--- src/hw/rtl/tlb_pkg.sv ---
// Package for the fully associative TLB: constants, register codes, state
// encoding and the structs passed along the cell chain.
// No dependencies; every other file uses it.
package tlb_pkg;

    // Default sizes, handed to the top-level parameters.
    localparam int TLB_SLOTS_DEF  = 16;
    localparam int FRAME_BITS_DEF = 20;

    // Fixed field widths.
    localparam int ADDR_W   = 32;
    localparam int STAMP_W  = 32;
    localparam int SLOT_W   = 4;
    localparam int SHIFT_W  = 4;
    localparam int COUNT_W  = 5;
    localparam int CFG_IDX_W  = 2;
    localparam int CFG_DATA_W = 5;

    // Register reset values.
    localparam logic [SHIFT_W-1:0] PAGE_SHIFT_RST = 4'd6;
    localparam logic               POLICY_RST     = 1'b0;
    localparam logic [COUNT_W-1:0] ENTRIES_RST    = 5'd16;
    localparam logic [STAMP_W-1:0] CLOCK_RST      = 32'd1;

    // Configuration register indexes.
    typedef enum logic [CFG_IDX_W-1:0] {
        CFG_PAGE_SHIFT     = 2'd0,
        CFG_REPLACE_POLICY = 2'd1,
        CFG_ENTRIES_IN_USE = 2'd2
    } tlb_cfg_t;

    // Request kinds.
    localparam logic REQ_TRANSLATE = 1'b0;
    localparam logic REQ_FILL      = 1'b1;

    // Replacement policies.
    localparam logic POLICY_FIFO = 1'b0;
    localparam logic POLICY_LRU  = 1'b1;

    // Controller states.
    typedef enum logic [1:0] {
        ST_IDLE,
        ST_SCAN,
        ST_WRITE
    } tlb_state_t;

    // Fixed-width part of the search token that walks the cell chain.
    typedef struct packed {
        logic               valid;
        logic               is_fill;
        logic               hit_found;
        logic               same_found;
        logic               empty_found;
        logic               min_have;
        logic [ADDR_W-1:0]  page;
        logic [STAMP_W-1:0] min_stamp;
    } tlb_tok_t;

    // Write-back command broadcast to every cell.
    typedef struct packed {
        logic               en;
        logic               fill;
        logic [STAMP_W-1:0] stamp;
    } tlb_wr_t;

endpackage

--- src/hw/rtl/tlb_cell.sv ---
// One TLB slot: holds the entry and folds it into the search token that
// passes through on its way down the chain. Depends on tlb_pkg.
module tlb_cell #(
    parameter int TLB_SLOTS  = tlb_pkg::TLB_SLOTS_DEF,
    parameter int FRAME_BITS = tlb_pkg::FRAME_BITS_DEF,
    parameter int IDX        = 0,
    parameter int IDX_W      = (TLB_SLOTS > 1) ? $clog2(TLB_SLOTS) : 1
) (
    input  logic                            clk,
    input  logic                            rst_n,
    input  logic [tlb_pkg::COUNT_W-1:0]     entries_in_use,
    input  logic                            replace_policy,
    // Token from the previous cell
    input  tlb_pkg::tlb_tok_t               tok_in,
    input  logic [FRAME_BITS-1:0]           frame_in,
    input  logic [FRAME_BITS-1:0]           hit_frame_in,
    input  logic [IDX_W-1:0]                hit_idx_in,
    input  logic [IDX_W-1:0]                same_idx_in,
    input  logic [IDX_W-1:0]                empty_idx_in,
    input  logic [IDX_W-1:0]                min_idx_in,
    // Token to the next cell
    output tlb_pkg::tlb_tok_t               tok_out,
    output logic [FRAME_BITS-1:0]           frame_out,
    output logic [FRAME_BITS-1:0]           hit_frame_out,
    output logic [IDX_W-1:0]                hit_idx_out,
    output logic [IDX_W-1:0]                same_idx_out,
    output logic [IDX_W-1:0]                empty_idx_out,
    output logic [IDX_W-1:0]                min_idx_out,
    // Write-back
    input  tlb_pkg::tlb_wr_t                wr,
    input  logic [IDX_W-1:0]                wr_idx,
    input  logic [tlb_pkg::ADDR_W-1:0]      wr_page,
    input  logic [FRAME_BITS-1:0]           wr_frame
);
    import tlb_pkg::*;

    localparam logic [IDX_W-1:0] MY_IDX = IDX_W'(IDX);

    logic                  valid_reg;
    logic [ADDR_W-1:0]     page_reg;
    logic [FRAME_BITS-1:0] frame_reg;
    logic [STAMP_W-1:0]    created_reg;
    logic [STAMP_W-1:0]    used_reg;

    tlb_tok_t              tok_next;
    logic [FRAME_BITS-1:0] hit_frame_next;
    logic [IDX_W-1:0]      hit_idx_next;
    logic [IDX_W-1:0]      same_idx_next;
    logic [IDX_W-1:0]      empty_idx_next;
    logic [IDX_W-1:0]      min_idx_next;

    logic                  active;
    logic                  wr_me;
    logic [STAMP_W-1:0]    stamp;

    assign active = (int'(entries_in_use) > IDX);
    assign wr_me  = wr.en && (wr_idx == MY_IDX);
    assign stamp  = (replace_policy == POLICY_LRU) ? used_reg : created_reg;

    // Fold this slot into the running search results.
    always_comb
    begin
        tok_next       = tok_in;
        hit_frame_next = hit_frame_in;
        hit_idx_next   = hit_idx_in;
        same_idx_next  = same_idx_in;
        empty_idx_next = empty_idx_in;
        min_idx_next   = min_idx_in;
        if (active)
        begin
            if (!tok_in.hit_found && valid_reg && (page_reg == tok_in.page))
            begin
                tok_next.hit_found = 1'b1;
                hit_idx_next       = MY_IDX;
                hit_frame_next     = frame_reg;
            end
            if (!tok_in.same_found && valid_reg && (frame_reg == frame_in))
            begin
                tok_next.same_found = 1'b1;
                same_idx_next       = MY_IDX;
            end
            if (!tok_in.empty_found && !valid_reg)
            begin
                tok_next.empty_found = 1'b1;
                empty_idx_next       = MY_IDX;
            end
            if (!tok_in.min_have || (stamp < tok_in.min_stamp))
            begin
                tok_next.min_have  = 1'b1;
                tok_next.min_stamp = stamp;
                min_idx_next       = MY_IDX;
            end
        end
    end

    // Token stage: the token is cleared on reset so that no stale item walks.
    always_ff @(posedge clk or negedge rst_n)
    begin
        if (!rst_n)
        begin
            tok_out <= '0;
        end
        else
        begin
            tok_out <= tok_next;
        end
    end

    always_ff @(posedge clk)
    begin
        frame_out           <= frame_in;
        hit_frame_out       <= hit_frame_next;
        hit_idx_out         <= hit_idx_next;
        same_idx_out        <= same_idx_next;
        empty_idx_out       <= empty_idx_next;
        min_idx_out         <= min_idx_next;
    end

    // Entry state with its valid bit and stamps.
    always_ff @(posedge clk or negedge rst_n)
    begin
        if (!rst_n)
        begin
            valid_reg   <= 1'b0;
            created_reg <= '0;
            used_reg    <= '0;
        end
        else if (wr_me)
        begin
            used_reg <= wr.stamp;
            if (wr.fill)
            begin
                valid_reg   <= 1'b1;
                created_reg <= wr.stamp;
            end
        end
    end

    always_ff @(posedge clk)
    begin
        if (wr_me && wr.fill)
        begin
            page_reg  <= wr_page;
            frame_reg <= wr_frame;
        end
    end

endmodule

--- config.mk ---
export PLATFORM = sky130hd
export DESIGN_NAME = tlb_cell
export DESIGN_NICKNAME = d
export VERILOG_FILES = /design/src/hw/rtl/tlb_pkg.sv /design/src/hw/rtl/tlb_cell.sv
export SDC_FILE = /design/constraint.sdc
export NUM_CORES = 1
export LEC_CHECK = 0
export BUFFER_PORTS_ARGS = -buffer_cell sky130_fd_sc_hd__buf_4
export CORE_MARGIN = 4
export CORE_UTILIZATION = 35
export CTS_CLUSTER_DIAMETER = 80
export DETAILED_ROUTE_END_ITERATION = 8
export GPL_TIMING_DRIVEN = 0
export HOLD_SLACK_MARGIN = 0.1
export SETUP_SLACK_MARGIN = 0.15
export SLEW_MARGIN = 10
export SYNTH_ARGS = -nofsm -noshare
export SYNTH_HDL_FRONTEND = slang
export SYNTH_SLANG_ARGS = --single-unit
--- constraint.sdc ---
create_clock -name clk -period 3.75 [get_ports clk]
set_clock_uncertainty 0.05 [all_clocks]
set_input_delay 0.1875 -clock clk [delete_from_list [all_inputs] [get_ports clk]]
set_output_delay 0.1875 -clock clk [all_outputs]
set_load 0.03 [all_outputs]
* After elaboration in Yosys (flattened, before gate mapping)
Index checks and enable logic that the tools add are counted.
** Storage, ports and cells
- Flip-flop bits (word level) :: 243
- Input port bits :: 224
- Output and inout bits :: 126
- Logic and storage cells :: 56
** Cells by class
- $lt $le $gt $ge :: 2
- Equality and inequality tests :: 2
- Muxes and demuxes :: 18
- Reduce and logical (&&, ||, !) cells :: 15
** Operators with widths (number)
- $mux 32 :: 3
- $mux 20 :: 2
- $mux 4 :: 9
- $eq 32x32->1 :: 1
- $lt 32x32->1 :: 1
- $eq 20x20->1 :: 1
- $logic_and 1x1->1 :: 7
- $gt 5x1->1 const B :: 1
- $logic_not 1->1 :: 5
- $logic_not 4->1 :: 1
- $mux 1 :: 4
- $reduce_and 2->1 :: 1
- $logic_or 1x1->1 :: 1

* Depth between registers and ports, before layout
- Word-level depth :: 5
- Mapped depth :: 12
- Depth with buffers taken out :: 8

* Least setup slack after synthesis
Ideal clock, no wire load.
- Path type :: input-to-reg
- Start point :: in replace_policy
- End point :: reg tok_out[10] (netlist name)
- Setup time :: 0.122 ns
- Arrival time :: 2.985 ns
- Data required time :: 3.578 ns
- Slack :: 0.594 ns
- Stages on the path :: 11
- Path buffers :: 3
- Cell sequence :: clkbuf_1 clkbuf_1 mux2_2 ha_1 nand4_1 nor4_1 nand3_1 o2bb2ai_1 buf_2 mux2i_1 nor2_1
** RTL lines
- start: declaration :: RTL line tlb_cell.sv:12 : input logic replace_policy,
- end signal: assignment :: RTL line tlb_cell.sv:105 : tok_out <= tok_next;
- end: declaration :: RTL line tlb_cell.sv:22 : output tlb_pkg::tlb_tok_t tok_out,

==> impl_metrics.yaml <==
global_routing:
  overflow: 0
  grt_max_degree: 71
  grt_pass1_vias: 9804
  grt_pass1_wl_mm: 55.39
  grt_usage: 0.2127
  antenna_found_initial: 6
worst_setup_path:
  critPathCaptureType: "flip-flop"
  crit_path_frequent_cell: "clkbuf_1"
  start_kind: "primary input"
  critical_path_arrival_ps: 3880
  path_class: "primary input to flip-flop"
  worst-path-max-fanout: 10
  path_cells: "clkbuf_1, clkbuf_2, mux2_2, ha_1, a211oi_1, o21ai_0, o221ai_2, and2_1, clkbuf_1, o221ai_1, dlygate4sd3_1, nor2_1"
  reg2regPathDepth: 10
  slowest_stage: "dlygate4sd3_1"
  cpPeakStageDelay_ps: 590
  required_ps: 4150
routing:
  via_per_inst: 4.805
  drtAntennaViolNets: 0
  vias: 8894
  drtPass1Iterations: 5
  drc: 0
  drtIter0Drc: 480
  detail_route.wl_per_cell_um: 19.43
  wl_mm: 35.96
synth:
  synth_top_area_frac: 0.3222
  syn_area_per_cell_um2: 12.47
  async_flop_share: 0.5556
  synth_seq_cells: 243
  yosys_most_used_dff: "dfrtp_1"
  synthCells: 841
  syn_nets: 1096
  ys_types: 44
  synth-seq-area-share: 0.5780
  synth_edf_count: 52
  ys_warn_count: 0
  synth_area_leader_cell: "dfrtp_1"
  netlist_area_mm2: 0.01049
  synthTopCellsByArea: "dfrtp_1, edfxtp_1, mux2_2, dfxtp_1, ha_1"
timing:
  finalSetupTns_ps: 0
  setup_viol: 0
  hold_viol: 0
  timing.fmax_mhz: 287.2
  finalWorstSetupSlack_ps: 267.7
  finalCriticalPeriod_ps: 3482
  grt_setup_unrepaired: "false"
  drv_slew: 0
  hold_ws_ps: 140.2
  tightest_slew_ps: 1009
  slew_headroom: 0.3221
  period_share: 0.9286
clocking:
  clk_latency_ps: 560
  numClockSinks: 243
  cts_setup_buffers: 0
  cts_buffer_depth: 3
  cts_buffers: 28
  clk_pin_slew_ps: 60
  cts.htree.levels: 1
  cts_tree: "done"
  root_buffer: "clkbuf_16"
place:
  gp_congestion: 0.8318
  placed_area_mm2: 0.01364
  place_ws_ps: -594.9
  portBuffers: 348
  dpl.cell_count: 1581
  dp_hpwl_mm: 25.53
final_layout:
  fin_util: 0.5658
  largest_reg_flops: 70
  seq_area_mm2: 0.006061
  multi_input_area_mm2: 0.004130
  drive_gt1_frac: 0.3573
  area_delta_synth_final_pct: 59.49
  fin_cells: 1851
  nFillCells: 2399
  fin_nets: 1691
  design_area_mm2: 0.01672
  regMostFlops: "tok_out"
floorplanning:
  die_area_mm2: 0.03279
  io_pins: 350
  initial_core_util: 0.3548
  fp.dieW_um: 181.1
  rows: 63
  die_h_um: 181.1
  coreArea_mm2: 0.02956
power_and_ir_drop:
  power.density_mw_per_mm2: 474.9
  vdd_drop_max_v: 0.0003010
  cellLeakagePower_nw: 7.550
  power_mw: 7.943
outcome:
  status: "finished, final reports clean"
hold_path:
  hold_class: "primary input to async pin"
run:
  max-cap-violations: 0
## repair_timing
action	CTS	global route
gates resized for setup	2	7
hold buffers	215	0
endpoints found under the setup margin	30	31
endpoints found under the hold margin	377	0
## cells in the final DEF (no fill, tap or decap), types with 11 or more instances in the layout
cell type      count
nand3_1           34
mux2i_1           33
nand2_1           37
a21oi_1           11
clkbuf_16         28
nor2_1            66
o221ai_1          32
clkbuf_1          43
dfrtp_1          135
dlygate4sd3_1    215
nor2b_1           12
inv_1             33
or3_1             32
dfxtp_1           56
nand4_1           12
edfxtp_1          52
ha_1              31
xnor2_1           19
mux2_2           100
buf_4            347
xor2_1            33
## synthesized netlist by cell type, drive strengths merged, types with 9 or more instances
library cell / instances
o221ai: 33
mux2: 115
mux2i: 33
clkbuf: 39
or3: 32
xnor2: 19
nand2: 37
edfxtp: 52
a21oi: 12
dfxtp: 56
nor2b: 12
o21ai: 9
nor2: 66
dfrtp: 135
nand4: 12
nand3: 34
inv: 34
xor2: 33
ha: 31
nor4: 10
## cells by family (layout without fill, tap and decap cells)
logic type               Yosys count  after routing  synth area share
buffers and inverters             78            695           0.02971
other                              0              3                 0
XOR/XNOR                          52             52           0.04343
AND/OR/NAND/NOR                  220            220            0.1049
AO/OA/AOI/OAI                     69             69           0.04844
adder cells (fa/ha/maj)           31             31           0.03699
flip-flops                       243            243            0.5780
multiplexers                     148            148            0.1586
## path summary, 6_finish.rpt
check                                 from  slack (ps)              end
max                         replace_policy         270       tok_out[1]
min                                  rst_n         140     used_reg[23]
max reg2reg                   used_reg[23]         300       tok_out[1]
min reg2reg                created_reg[14]         450  created_reg[14]
max in group asynchronous            rst_n        2770      tok_out[20]
min in group clk                    wr[32]         190   created_reg[2]
## worst max-delay path: cells and delay by family
family	cells	cell delay, ps
and+or+nand+nor	2	340
adders and majority gates	1	320
AOI/OAI and AO/OA	4	960
buffers and inverters	4	1650
muxes	1	420
## final cells by class
cell class	instances	share of cell area
antenna	3	0.0004489
timing repair buffer	565	0.2882
inverter	34	0.007631
buffer	44	0.01130
clock buffer	39	0.04616
clock inverter	13	0.007780
multi-input combinational	520	0.2470
tap	390	0.02918
sequential	243	0.3624
## routing by layer
metal	share of wire	vias up	track usage	routed length (um)
met2	0.50	332	0.3777	18010
li1	-	4177	-	-
met1	0.39	4316	0.2512	14040
met3	0.078	63	0.06181	2799
met4	0.030	6	0.05914	1078
met5	0.00092	-	0	33
## where the power goes
| part | switching [mW] | internal (mW) |
|---|---|---|
| sequential | 0.139 | 3.02 |
| clock | 1.14 | 1.52 |
| combinational | 1.12 | 1.00 |
| total | 2.40 | 5.54 |
Note: power is estimated with default switching activity, not from simulation.
